`config.mk`:
```
export PLATFORM = sky130hd
export DESIGN_NAME = cbeh_fifo
export DESIGN_NICKNAME = d
export VERILOG_FILES = /design/src/color_bitmap_expand_histogram_assert.svh /design/src/cbeh_fifo.sv
export SDC_FILE = /design/constraint.sdc
export NUM_CORES = 1
export LEC_CHECK = 0
export ABC_AREA = 1
export BUFFER_PORTS_ARGS = -buffer_cell sky130_fd_sc_hd__buf_4
export CAP_MARGIN = 20
export CORE_MARGIN = 10
export CORE_UTILIZATION = 30
export CTS_BUF_LIST = sky130_fd_sc_hd__clkbuf_2 sky130_fd_sc_hd__clkbuf_4 sky130_fd_sc_hd__clkbuf_8
export DETAILED_ROUTE_END_ITERATION = 12
export PLACE_DENSITY_LB_ADDON = 0.2
export SLEW_MARGIN = 40
export SYNTH_ARGS = -nofsm -noshare
export SYNTH_HDL_FRONTEND = slang
export SYNTH_SLANG_ARGS = --single-unit
export TNS_END_PERCENT = 30
```
`constraint.sdc`:
```
create_clock -name i_clk -period 4.8 [get_ports i_clk]
set_input_delay 0 -clock i_clk [delete_from_list [all_inputs] [get_ports i_clk]]
set_output_delay 0 -clock i_clk [all_outputs]
set_load 0.01 [all_outputs]
```
`src/color_bitmap_expand_histogram_assert.svh`:
```
// ----------------------------------------------------------------------------
// Assertion macros for color_bitmap_expand_histogram
// Implication checks on the rising clock edge, off while reset is low.
// ----------------------------------------------------------------------------
`ifndef COLOR_BITMAP_EXPAND_HISTOGRAM_ASSERT_SVH
`define COLOR_BITMAP_EXPAND_HISTOGRAM_ASSERT_SVH

`ifndef SYNTHESIS
// same-cycle implication
`define CBEH_ASSERT_IMPL(label, clk, rst_n, ante, cons) \
    label: assert property (@(posedge clk) disable iff (!rst_n) (ante) |-> (cons)) \
        else $error("cbeh: implication check failed");
// next-cycle implication
`define CBEH_ASSERT_NEXT(label, clk, rst_n, ante, cons) \
    label: assert property (@(posedge clk) disable iff (!rst_n) (ante) |=> (cons)) \
        else $error("cbeh: next-cycle check failed");
`else
`define CBEH_ASSERT_IMPL(label, clk, rst_n, ante, cons)
`define CBEH_ASSERT_NEXT(label, clk, rst_n, ante, cons)
`endif

`endif

```
`src/cbeh_fifo.sv`:
```
// ----------------------------------------------------------------------------
// cbeh_fifo
// Small register queue with occupancy count; push and pop in the same cycle.
// ----------------------------------------------------------------------------
`default_nettype none

module cbeh_fifo #(
    parameter int WIDTH = 8,
    parameter int DEPTH = 4
) (
    input  wire logic             i_clk,
    input  wire logic             i_rst_n,
    input  wire logic             i_push,
    input  wire logic [WIDTH-1:0] i_din,
    input  wire logic             i_pop,
    output logic      [WIDTH-1:0] o_dout,
    output logic                  o_full,
    output logic                  o_empty,
    output logic [$clog2(DEPTH+1)-1:0] o_count
);

    localparam int IW = (DEPTH > 1) ? $clog2(DEPTH) : 1;
    localparam int CW = $clog2(DEPTH+1);

    logic [WIDTH-1:0] r_mem [DEPTH];
    logic [IW-1:0]    r_wr_ptr, n_wr_ptr;
    logic [IW-1:0]    r_rd_ptr, n_rd_ptr;
    logic [CW-1:0]    r_count, n_count;
    logic             do_push, do_pop;

    assign o_full  = (r_count == CW'(DEPTH));
    assign o_empty = (r_count == '0);
    assign o_count = r_count;
    assign o_dout  = r_mem[r_rd_ptr];

    assign do_push = i_push && !o_full;
    assign do_pop  = i_pop && !o_empty;

    always_comb begin
        n_wr_ptr = r_wr_ptr;
        n_rd_ptr = r_rd_ptr;
        n_count  = r_count;
        if (do_push) begin
            n_wr_ptr = (r_wr_ptr == IW'(DEPTH-1)) ? '0 : r_wr_ptr + 1'b1;
        end
        if (do_pop) begin
            n_rd_ptr = (r_rd_ptr == IW'(DEPTH-1)) ? '0 : r_rd_ptr + 1'b1;
        end
        if (do_push && !do_pop) begin
            n_count = r_count + 1'b1;
        end else if (do_pop && !do_push) begin
            n_count = r_count - 1'b1;
        end
    end

    always_ff @(posedge i_clk) begin
        if (!i_rst_n) begin
            r_wr_ptr <= '0;
            r_rd_ptr <= '0;
            r_count  <= '0;
        end else begin
            r_wr_ptr <= n_wr_ptr;
            r_rd_ptr <= n_rd_ptr;
            r_count  <= n_count;
        end
    end

    always_ff @(posedge i_clk) begin
        if (do_push) begin
            r_mem[r_wr_ptr] <= i_din;
        end
    end

endmodule

`default_nettype wire

```
==> impl_metrics.xml <==
<?xml version="1.0" encoding="UTF-8"?>
<metrics>
  <group name="power_and_ir_drop">
    <metric name="power.static_leakage" unit="nW">0.857</metric>
    <metric name="max-vdd-ir-drop" unit="uV">315</metric>
    <metric name="power-per-cell-area" unit="nW/um^2">518</metric>
  </group>
  <group name="worst_setup_path">
    <metric name="slowest_delay" unit="ps">420</metric>
    <metric name="critPathKind" unit="">reg2reg</metric>
    <metric name="critical_path.endpoint_type" unit="">flop</metric>
    <metric name="crit_path_start_kind" unit="">flop</metric>
    <metric name="critPathMostFrequentCell" unit="">inv_1</metric>
    <metric name="critical_path.max_fanout" unit="">7</metric>
    <metric name="arrival" unit="ps">2100</metric>
    <metric name="critical_path_buf_inv_count" unit="">4</metric>
    <metric name="worst-endpoint-required" unit="ps">5000</metric>
    <metric name="timing.critical_path.max_delay_family" unit="">simple AND/OR/NAND/NOR gates</metric>
    <metric name="critical_path.slowest_cell" unit="">dfxtp_1</metric>
    <metric name="worstPathCellList" unit="">nor2_1 -&gt; nand2_1 -&gt; nand2_2 -&gt; inv_1 -&gt; ha_1 -&gt; inv_1 -&gt; fa_1 -&gt; inv_1 -&gt; nand2_1 -&gt; nand3_1 -&gt; nand2_1 -&gt; inv_1 -&gt; nor2_1</metric>
  </group>
  <group name="timing">
    <metric name="fin_crit" unit="ps">1900</metric>
    <metric name="holdWs" unit="ps">121</metric>
    <metric name="maxSlewHeadroom" unit="%">46.5</metric>
    <metric name="achievable-frequency" unit="MHz">526</metric>
    <metric name="skew" unit="ps">7.86</metric>
    <metric name="timing_worst_slew_pin_value" unit="ps">799</metric>
    <metric name="setup_violations" unit="">0</metric>
    <metric name="timing.setup.tns" unit="ps">0</metric>
    <metric name="final-hold-violation-count" unit="">0</metric>
    <metric name="timing_max_transition_violations_final" unit="">0</metric>
    <metric name="final_critical_path_setup_slack" unit="ps">2900</metric>
    <metric name="grt_setup_unrepaired" unit="">false</metric>
    <metric name="period_share" unit="%">39.6</metric>
  </group>
  <group name="clock_tree">
    <metric name="clk_latency" unit="ps">290</metric>
    <metric name="cts-htree-levels" unit="">2</metric>
    <metric name="cts_repair_resize_count" unit="">0</metric>
    <metric name="clock_sink_count" unit="">41</metric>
    <metric name="cts_tree" unit="">built</metric>
    <metric name="clock_tree.root_cell" unit="">clkbuf_8</metric>
    <metric name="clock_path_buffers" unit="">2</metric>
    <metric name="clk_pin_slew_worst_paths" unit="ps">80</metric>
    <metric name="holdBufCountCts" unit="">11</metric>
    <metric name="cts_setup_buffers" unit="">0</metric>
    <metric name="cts_made_buffers" unit="">5</metric>
  </group>
  <group name="logic_synthesis">
    <metric name="avgSynthCellArea" unit="sq um">11.4</metric>
    <metric name="synth_area" unit="sq um">1690</metric>
    <metric name="postSynthRegisterBits" unit="">41</metric>
    <metric name="synth_nets" unit="">167</metric>
    <metric name="ys_types" unit="">18</metric>
    <metric name="netlist_instances" unit="">148</metric>
    <metric name="number_of_warning_messages_in_the_yosys_log" unit="">0</metric>
    <metric name="synth_sequential_area_ratio" unit="%">67.4</metric>
  </group>
  <group name="die">
    <metric name="design.core.area" unit="sq um">5510</metric>
    <metric name="die-width" unit="microns">95.1</metric>
    <metric name="die_height" unit="microns">95.1</metric>
    <metric name="ioPinCount" unit="">25</metric>
    <metric name="dieArea" unit="sq um">9050</metric>
    <metric name="initial_utilization" unit="%">30.7</metric>
    <metric name="fp-row-count" unit="">27</metric>
  </group>
  <group name="flow_run">
    <metric name="cap_viol_max_count" unit="">0</metric>
  </group>
  <group name="hold_path">
    <metric name="class_of_the_tightest_hold_or_removal_check" unit="">in2reg</metric>
  </group>
  <group name="route">
    <metric name="drt_pre_antenna_iters" unit="">4</metric>
    <metric name="detail_route.wirelength" unit="mm">3.57</metric>
    <metric name="detailed_router_s_first_iteration_violation_count" unit="">42</metric>
    <metric name="ant_nets" unit="">0</metric>
    <metric name="avgViaCountPerCell" unit="">4.58</metric>
    <metric name="remaining_drc_errors" unit="">0</metric>
    <metric name="vias" unit="">1196</metric>
    <metric name="wl_per_cell" unit="microns">13.7</metric>
  </group>
  <group name="finish">
    <metric name="diodes" unit="">0</metric>
    <metric name="post_layout_utilization_of_the_core" unit="%">39.0</metric>
    <metric name="fin_nets" unit="">207</metric>
    <metric name="layout.cells.non_filler" unit="">261</metric>
    <metric name="fillers" unit="">548</metric>
    <metric name="syn2layout_area_growth" unit="%">26.8</metric>
    <metric name="final_layout_size_suffix_gt1_share" unit="%">20.6</metric>
  </group>
  <group name="global_routing">
    <metric name="overall_global_routing_usage" unit="%">8.21</metric>
    <metric name="antenna_violations_before_repair" unit="">0</metric>
    <metric name="globalRoute.totalOverflow" unit="">0</metric>
    <metric name="grt_first_pass_wirelength" unit="mm">5.75</metric>
    <metric name="grt_pass1_vias" unit="">1264</metric>
    <metric name="pin_count_of_the_biggest_net_entering_global_routing" unit="">18</metric>
  </group>
  <group name="run_status">
    <metric name="outcome" unit="">finished clean</metric>
  </group>
  <group name="place">
    <metric name="post-place-ws" unit="ps">2940</metric>
    <metric name="numPlacedInstances" unit="">242</metric>
    <metric name="dp_hpwl" unit="mm">2.53</metric>
    <metric name="placement.io_buffers" unit="">24</metric>
    <metric name="gp_routability_congestion" unit="">0.709</metric>
  </group>
</metrics>
[power by group]
group,switching (mW),internal (mW),leakage (nW)
logic,0.227,0.170,0.445
registers,0.0495,0.441,0.368
clock network,0.120,0.103,0.0445
total,0.397,0.714,0.857
[cell usage after synthesis, drive strengths merged]
| cell type | count | area share, % |
|---|---|---|
| fa | 1 | 1.2 |
| nand3b | 1 | 0.44 |
| a21oi | 2 | 0.59 |
| nand3 | 1 | 0.30 |
| nor2 | 33 | 7.3 |
| dfxtp | 9 | 11 |
| buf | 2 | 1.3 |
| ha | 6 | 4.4 |
| edfxtp | 32 | 57 |
| nand2 | 15 | 3.5 |
| o22ai | 8 | 3.0 |
| o21ai | 18 | 6.0 |
| nand4 | 1 | 0.37 |
| inv | 19 | 4.2 |
[cells by family (layout without fill, tap and decap cells)]
kind of cell / after synthesis / in the layout / share of synthesized area [%]
buffers and inverters: 21 / 62 / 5.54
flip-flops: 41 / 41 / 67.4
AND/OR/NAND/NOR: 51 / 51 / 11.9
AO/OA/AOI/OAI: 28 / 28 / 9.53
adder cells (fa/ha/maj): 7 / 7 / 5.62
[worst paths after layout]
check | depth (start not counted) | end | slack (ps) | startpoint
worst max-delay path | 13 | o_count[2] | 2900 | o_count[0]
worst max register to register | 13 | o_count[2] | 2900 | o_count[0]
worst min register to register | 2 | o_count[0] | 550 | o_count[0]
worst min-delay path | 4 | flop | 120 | i_pop
[metrics by stage]
stage	power [mW]	area [sq um]
6_report	1.11	2150
5_1_grt	1.20	2150
4_1_cts	1.13	2140
3_5_place_dp	0.895	1940
3_3_place_gp	0.869	1940
2_1_floorplan	0.721	1690
[per-layer routing]
| layer | GRT usage [%] | wire length, microns |
|---|---|---|
| met1 | 8.38 | 1480 |
| met2 | 14.4 | 1810 |
| met3 | 3.85 | 236 |
| met4 | 2.99 | 48 |
| met5 | 0 | 0 |
[registers in the layout, summed over array words and instances (netlist names), named ones only]
signal    flops
r_mem        32
o_count       3
r_rd_ptr      2
r_wr_ptr      2
[cell usage in the layout, fill, tap and decap left out, drive strengths merged]
cell and count:
ha 6, nor2 33, nand3b 1, a21oi 2, o21ai 18, dfxtp 9, dlygate4sd3 11, clkinvlp 1
clkbuf 5, inv 20, edfxtp 32, nand2 15, nand3 1, fa 1, o22ai 8, nand4 1
buf 24, clkinv 1
[cell type report]
class                   instances  area, sq um  area share (%)
flip-flops and latches         41         1140            53.2
multi-input cells              86          463            21.6
repair buffers                 35          290            13.5
well taps                      72         90.1            4.20
inverters                      19         71.3            3.32
clock buffers                   5         68.8            3.21
clock inverters                 3         21.3           0.991
[worst min-delay path: stages]
cell	delay (ps)
buf_4	80
nand2_1	120
nor2_1	120
nor2_1	60
Power figures use the tool's default switching activity.
