===== src/color_bitmap_expand_histogram_assert.svh =====
// ----------------------------------------------------------------------------
// Assertion macros for color_bitmap_expand_histogram
// Implication checks on the rising clock edge, off while reset is low.
// ----------------------------------------------------------------------------
`ifndef COLOR_BITMAP_EXPAND_HISTOGRAM_ASSERT_SVH
`define COLOR_BITMAP_EXPAND_HISTOGRAM_ASSERT_SVH

`ifndef SYNTHESIS
// same-cycle implication
`define CBEH_ASSERT_IMPL(label, clk, rst_n, ante, cons) \
    label: assert property (@(posedge clk) disable iff (!rst_n) (ante) |-> (cons)) \
        else $error("cbeh: implication check failed");
// next-cycle implication
`define CBEH_ASSERT_NEXT(label, clk, rst_n, ante, cons) \
    label: assert property (@(posedge clk) disable iff (!rst_n) (ante) |=> (cons)) \
        else $error("cbeh: next-cycle check failed");
`else
`define CBEH_ASSERT_IMPL(label, clk, rst_n, ante, cons)
`define CBEH_ASSERT_NEXT(label, clk, rst_n, ante, cons)
`endif

`endif


===== src/cbeh_pkg.sv =====
// ----------------------------------------------------------------------------
// cbeh_pkg
// Shared types and constants of the color bitmap expander.
// ----------------------------------------------------------------------------
`default_nettype none

package cbeh_pkg;

    localparam int WORD_W      = 64;
    localparam int CFG_W       = 5;
    localparam int BIN_IDX_W   = 11;
    localparam int COLOR_IDX_W = 10;
    localparam int CNT_OUT_W   = 11;
    localparam int BINCNT_W    = 48;
    localparam int BITPOS_W    = 6;
    localparam int WPOS_W      = 6;   // word position inside a record, up to 64 words
    localparam int HIST_AW_MAX = 13;  // address bits for the largest histogram
    localparam int MID_DEPTH   = 4;
    localparam int OUT_DEPTH   = 4;

    typedef logic [1:0] t_kind;
    localparam t_kind KIND_KEY  = 2'd0;
    localparam t_kind KIND_BITS = 2'd1;
    localparam t_kind KIND_READ = 2'd2;

    localparam logic OP_WORD = 1'b0;
    localparam logic OP_READ = 1'b1;

    // classified item between front and back
    typedef struct packed {
        t_kind               kind;
        logic [WORD_W-1:0]   data;     // key, bitmap, or bin index
        logic [WPOS_W-1:0]   wpos;
        logic                rec_end;
    } t_entry;

    typedef struct packed {
        logic                   color_valid;
        logic [COLOR_IDX_W-1:0] color_index;
        logic                   record_end;
        logic [WORD_W-1:0]      record_key;
        logic [CNT_OUT_W-1:0]   record_color_count;
        logic [BINCNT_W-1:0]    bin_count;
        logic                   last;
    } t_result;

    typedef struct packed {
        logic    valid;
        logic    bin_read;
        logic    in_range;
        t_result res;
    } t_issue;

    typedef struct packed {
        logic                   valid;
        logic                   inc;
        logic [HIST_AW_MAX-1:0] addr;
    } t_hist_req;

endpackage

`default_nettype wire


===== src/cbeh_back.sv =====
// ----------------------------------------------------------------------------
// cbeh_back
// Scans bitmap words one set bit per cycle while result credit is given,
// keeps the record count and key, and issues results and histogram requests.
// ----------------------------------------------------------------------------
`default_nettype none

module cbeh_back
    import cbeh_pkg::*;
#(
    parameter int MAX_COLOR_WORDS = 16
) (
    input  wire logic   i_clk,
    input  wire logic   i_rst_n,
    input  wire logic   i_head_valid,
    input  wire t_entry i_head,
    input  wire logic   i_credit,
    output logic        o_pop,
    output t_issue      o_issue,
    output t_hist_req   o_hreq
);

    localparam int NUM_BINS = MAX_COLOR_WORDS * 64 + 1;
    localparam int CNT_W    = $clog2(NUM_BINS);

    logic [WORD_W-1:0]   r_done, n_done;
    logic [CNT_W-1:0]    r_count, n_count;
    logic [WORD_W-1:0]   r_key, n_key;
    logic [WORD_W-1:0]   cur, low_bit, rest;
    logic [BITPOS_W-1:0] bit_pos;
    logic [CNT_W-1:0]    cnt_inc;

    assign cur     = i_head.data & ~r_done;
    assign low_bit = cur & (~cur + 1'b1);
    assign rest    = cur & ~low_bit;
    assign cnt_inc = r_count + 1'b1;

    always_comb begin
        bit_pos = '0;
        for (int i = 0; i < WORD_W; i++) begin
            if (low_bit[i]) begin
                bit_pos = bit_pos | BITPOS_W'(i);
            end
        end
    end

    always_comb begin
        o_pop      = 1'b0;
        o_issue    = '0;
        o_hreq     = '0;
        n_done     = r_done;
        n_count    = r_count;
        n_key      = r_key;
        if (i_head_valid) begin
            unique case (i_head.kind)
                KIND_KEY: begin
                    o_pop   = 1'b1;
                    n_key   = i_head.data;
                    n_count = '0;
                end
                KIND_READ: begin
                    if (i_credit) begin
                        o_pop            = 1'b1;
                        o_issue.valid    = 1'b1;
                        o_issue.bin_read = 1'b1;
                        o_issue.in_range = (32'(i_head.data[BIN_IDX_W-1:0]) < NUM_BINS);
                        o_issue.res.last = 1'b1;
                        o_hreq.valid     = 1'b1;
                        o_hreq.addr      = HIST_AW_MAX'(i_head.data[BIN_IDX_W-1:0]);
                    end
                end
                KIND_BITS: begin
                    if (cur == '0) begin
                        // empty word: only the record end gives a result
                        if (!i_head.rec_end) begin
                            o_pop  = 1'b1;
                            n_done = '0;
                        end else if (i_credit) begin
                            o_pop                         = 1'b1;
                            n_done                        = '0;
                            o_issue.valid                 = 1'b1;
                            o_issue.res.record_end        = 1'b1;
                            o_issue.res.record_key        = r_key;
                            o_issue.res.record_color_count = CNT_OUT_W'(r_count);
                            o_issue.res.last              = 1'b1;
                            o_hreq.valid                  = 1'b1;
                            o_hreq.inc                    = 1'b1;
                            o_hreq.addr                   = HIST_AW_MAX'(r_count);
                        end
                    end else if (i_credit) begin
                        o_issue.valid           = 1'b1;
                        o_issue.res.color_valid = 1'b1;
                        o_issue.res.color_index = {i_head.wpos[3:0], bit_pos};
                        n_count                 = cnt_inc;
                        if (rest == '0) begin
                            o_pop            = 1'b1;
                            n_done           = '0;
                            o_issue.res.last = 1'b1;
                            if (i_head.rec_end) begin
                                o_issue.res.record_end         = 1'b1;
                                o_issue.res.record_key         = r_key;
                                o_issue.res.record_color_count = CNT_OUT_W'(cnt_inc);
                                o_hreq.valid                   = 1'b1;
                                o_hreq.inc                     = 1'b1;
                                o_hreq.addr                    = HIST_AW_MAX'(cnt_inc);
                            end
                        end else begin
                            n_done = r_done | low_bit;
                        end
                    end
                end
                default: begin
                    o_pop = 1'b1;
                end
            endcase
        end
    end

    always_ff @(posedge i_clk) begin
        if (!i_rst_n) begin
            r_done  <= '0;
            r_count <= '0;
        end else begin
            r_done  <= n_done;
            r_count <= n_count;
        end
    end

    always_ff @(posedge i_clk) begin
        r_key <= n_key;
    end

endmodule

`default_nettype wire


===== config.mk =====
export PLATFORM = sky130hd
export DESIGN_NAME = cbeh_back
export DESIGN_NICKNAME = d
export VERILOG_FILES = /design/src/color_bitmap_expand_histogram_assert.svh /design/src/cbeh_pkg.sv /design/src/cbeh_back.sv
export SDC_FILE = /design/constraint.sdc
export NUM_CORES = 1
export LEC_CHECK = 0
export BUFFER_PORTS_ARGS = -buffer_cell sky130_fd_sc_hd__buf_2
export CAP_MARGIN = 20
export CORE_AREA = 2 2 105 184
export CTS_CLUSTER_DIAMETER = 200
export DETAILED_ROUTE_END_ITERATION = 10
export DIE_AREA = 0 0 107 186
export PLACE_DENSITY = 0.77
export SLEW_MARGIN = 20
export SYNTH_ARGS = -nofsm -noshare
export SYNTH_HDL_FRONTEND = slang
export SYNTH_SLANG_ARGS = --single-unit

===== constraint.sdc =====
create_clock -name i_clk -period 3.9 [get_ports i_clk]
set_input_delay 0.39 -clock i_clk [delete_from_list [all_inputs] [get_ports i_clk]]
set_output_delay 0.39 -clock i_clk [all_outputs]
set_load 0.01 [all_outputs]

==> impl_metrics.yaml <==
route:
  ant_nets: 0
  drt_iter0_drc: 935
  num_vias: 10930
  first_pass_iters: 7
  vias_per_cell: 6.241
  wl_per_cell_um: 23.78
  routed_wirelength_um: 41640
  drcViolationCount: 0
die:
  fp.dieH_um: 186
  start_util: 0.4843
  core_um2: 18420
  ios: 232
  rows: 66
  die_w_um: 107
  die_area_um2: 19900
pwr:
  p_seq_frac: 0.434
  switching_power_mw: 1.001
  p_per_area_nw_per_um2: 260.4
  clkPwrFrac: 0.438
  p_leak_nw: 5.916
  switching_share: 0.2769
  p_int_mw: 2.615
  ir_drop_uv: 257.1
  power_frac_comb: 0.128
timing:
  setup_tns_ns: -73.87
  hold_violations: 0
  skew_ns: 0.01242
  tightest_slew_ns: 0.8934
  fin_ws_ns: -0.7968
  min_period_ns: 4.697
  max_freq_mhz: 212.9
  slew_viol_final: 0
  setup_violations: 159
  finalCritPeriodShare: 1.204
  max-slew-margin-rel: 0.4035
  grt_setup_unrepaired: "true"
cells_and_area:
  areaGrowthSynthToFinish_pct: 55.77
  drive_gt1_frac: 0.4309
  finalInstanceArea_um2: 13890
  antenna_cells: 0
  nFillCells: 1296
  final_nets: 1581
  register_area_um2: 3428
  multi_input_area_um2: 5649
cts:
  cts_buffers: 17
  cts_num_sinks: 139
  cts_tree: "done"
  cts.path.max_buffers: 2
  clock_latency_ns: 0.44
  cts-root-buf: "clkbuf_16"
  h-tree-depth: 4
  clk_pin_slew_ns: 0.07
outcome:
  status: "finished with violations"
  violations: "negative setup slack"
placed_design:
  post-place-ws_ns: -0.6224
  port_buffers: 179
  dp_hpwl_um: 27950
  placed_area_um2: 11640
  gp_congestion: 1.039
synthesis:
  synth_edf_count: 64
  ys_seq_area_frac: 0.3838
  synth_area_leaders: "edfxtp_1 (22%), dfxtp_1 (17%), and2_1 (5.1%)"
  synthFlopType: "dfxtp_1"
  synth_common_cells: "nor2_1 (81), dfxtp_1 (75), and2_1 (73), o21ai_0 (73), nand2_1 (67)"
  syn_area_per_cell_um2: 8.398
  synth-seq-cells: 139
  yosysMostFrequentCell: "nor2_1"
  post-synth-top-area-cell: "edfxtp_1"
  synth_top_area_frac: 0.2155
  yosysWarnings: 0
  synthArstFlopShare: 0
  syn_area_um2: 8919
  yosysUniqueCellTypes: 72
  syn_inst: 1062
worst_setup_path:
  reg2reg_to: "r_done[48]"
  path_max_fanout: 6
  worstSetupPathType: "flop to output port"
  rrSetupSlack_ns: -0.29
  crit-reg2reg-launch: "r_done[34]"
  reg2reg_depth: 19
  endpoint_kind: "output port"
  required_ns: 3.51
  cp-start-kind: "flop"
  cp.arrival_ns: 4.31
flow_run:
  drv_cap: 0
worst_hold_path:
  min_path_type: "input port to flop"
  holdPathStages: 1
  hold_path_end: "r_key[30]"
  hold_start: "i_head[37]"
global_route:
  track_usage: 0.3971
  antenna_found_initial: 0
  grt.overflow.total: 0
  grt_pass1_wl_um: 59170
  grt_max_degree: 70
  grt_pass1_vias: 10560
metrics by stage:
step | hold WS [ns] | utilization | power, mW | std cells
final | 0.1407 | 0.7544 | 3.617 | 1751
after global routing | 0.1401 | 0.7544 | 3.703 | 1751
after CTS | 0.1407 | 0.7292 | 3.580 | 1735
after detailed placement | 0.4719 | 0.6319 | 2.018 | 1667
after global placement | 0.4613 | 0.6319 | 2.013 | 1667
after floorplan | 0.4483 | - | 1.820 | 1111
cells in the final DEF (no fill, tap or decap), drive strengths merged, types with 7 or more instances in the layout:
| master | n |
|---|---|
| nand3 | 45 |
| dfxtp | 75 |
| conb | 50 |
| a21oi | 60 |
| nor2 | 81 |
| inv | 11 |
| o21ai | 74 |
| nor4 | 28 |
| a211oi | 31 |
| and2 | 74 |
| nor2b | 59 |
| clkbuf | 24 |
| a31oi | 30 |
| or3 | 12 |
| and3 | 15 |
| buf | 466 |
| edfxtp | 64 |
| nand4 | 35 |
| a22oi | 9 |
| o31ai | 8 |
| nand2b | 47 |
| or4 | 8 |
| nand2 | 68 |
| nor3 | 40 |
| a41oi | 9 |
| a311oi | 7 |
how the worst max path moves through the flow:
| stage | start | to | slack (ns) |
|---|---|---|---|
| after floorplan | i_head[63] | o_issue[106] | -0.03 |
| after detailed placement | i_head[7] | o_issue[106] | -0.62 |
| final | r_done[34] | o_issue[78] | -0.80 |
| after global routing | r_done[34] | o_issue[78] | -0.78 |
| after global placement | i_head[7] | o_issue[99] | -0.59 |
| after CTS | r_done[2] | o_issue[116] | -0.60 |
state kept, by name, indices dropped and copies added (netlist names):
name / cells
r_count: 11
r_done: 64
r_key: 64
critical path: stages, from the launching register on:
cell and delay [ns]:
dfxtp_1 0.38, nor2b_1 0.12, nor4_1 0.48, buf_4 0.21, and4_1 0.26, nand4_1 0.19, buf_6 0.20, buf_6 0.13
o31ai_4 0.22, o2111ai_2 0.17, or3_4 0.41, nor4_4 0.34, buf_6 0.16, buf_6 0.11, buf_12 0.12, buf_16 0.13
and2_4 0.15, buf_6 0.09
final cells by class:
cell class,count,area share
flip-flops and latches,139,0.2468
well taps,238,0.02144
multi-input cells,863,0.4066
inverters,8,0.002162
clock buffers,19,0.03116
repair buffers,471,0.2833
clock inverters,13,0.008556
power groups by stage:
stage / Combinational [mW] / Clock, mW / Sequential [mW]
final: 0.462 / 1.58 / 1.57
after global routing: 0.487 / 1.64 / 1.57
after CTS: 0.436 / 1.57 / 1.57
after detailed placement: 0.415 / 0 / 1.60
after global placement: 0.412 / 0 / 1.60
after floorplan: 0.221 / 0 / 1.60
layer usage:
| layer | part of all wire | track usage | vias to the layer above |
|---|---|---|---|
| li1 | - | - | 4764 |
| met1 | 0.34 | 0.4181 | 5183 |
| met2 | 0.50 | 0.7159 | 745 |
| met3 | 0.070 | 0.05602 | 236 |
| met4 | 0.093 | 0.2810 | 0 |
| met5 | 0 | 0 | - |
kinds of logic (layout without fill, tap and decap cells):
kind of cell | count (synthesis) | count (layout) | share of synthesized area
simple gates | 529 | 529 | 0.3328
flops | 139 | 139 | 0.3838
buf+inv | 109 | 511 | 0.07548
mux | 1 | 1 | 0.001122
xor+xnor | 4 | 4 | 0.003929
fa+ha+maj | 4 | 4 | 0.005612
other cells | 1 | 50 | 0.0004205
compound gates | 275 | 275 | 0.1968
repair_timing:
action / in CTS / in global routing
hold buffers: 0 / 0
endpoints found under the hold margin: 0 / 0
setup buffers: 28 / 16
endpoints found under the setup margin: 160 / 161
pin swaps: 64 / 42
cloned: 11 / 6
gates resized for setup: 156 / 63
Note: power is estimated with default switching activity, not from simulation.
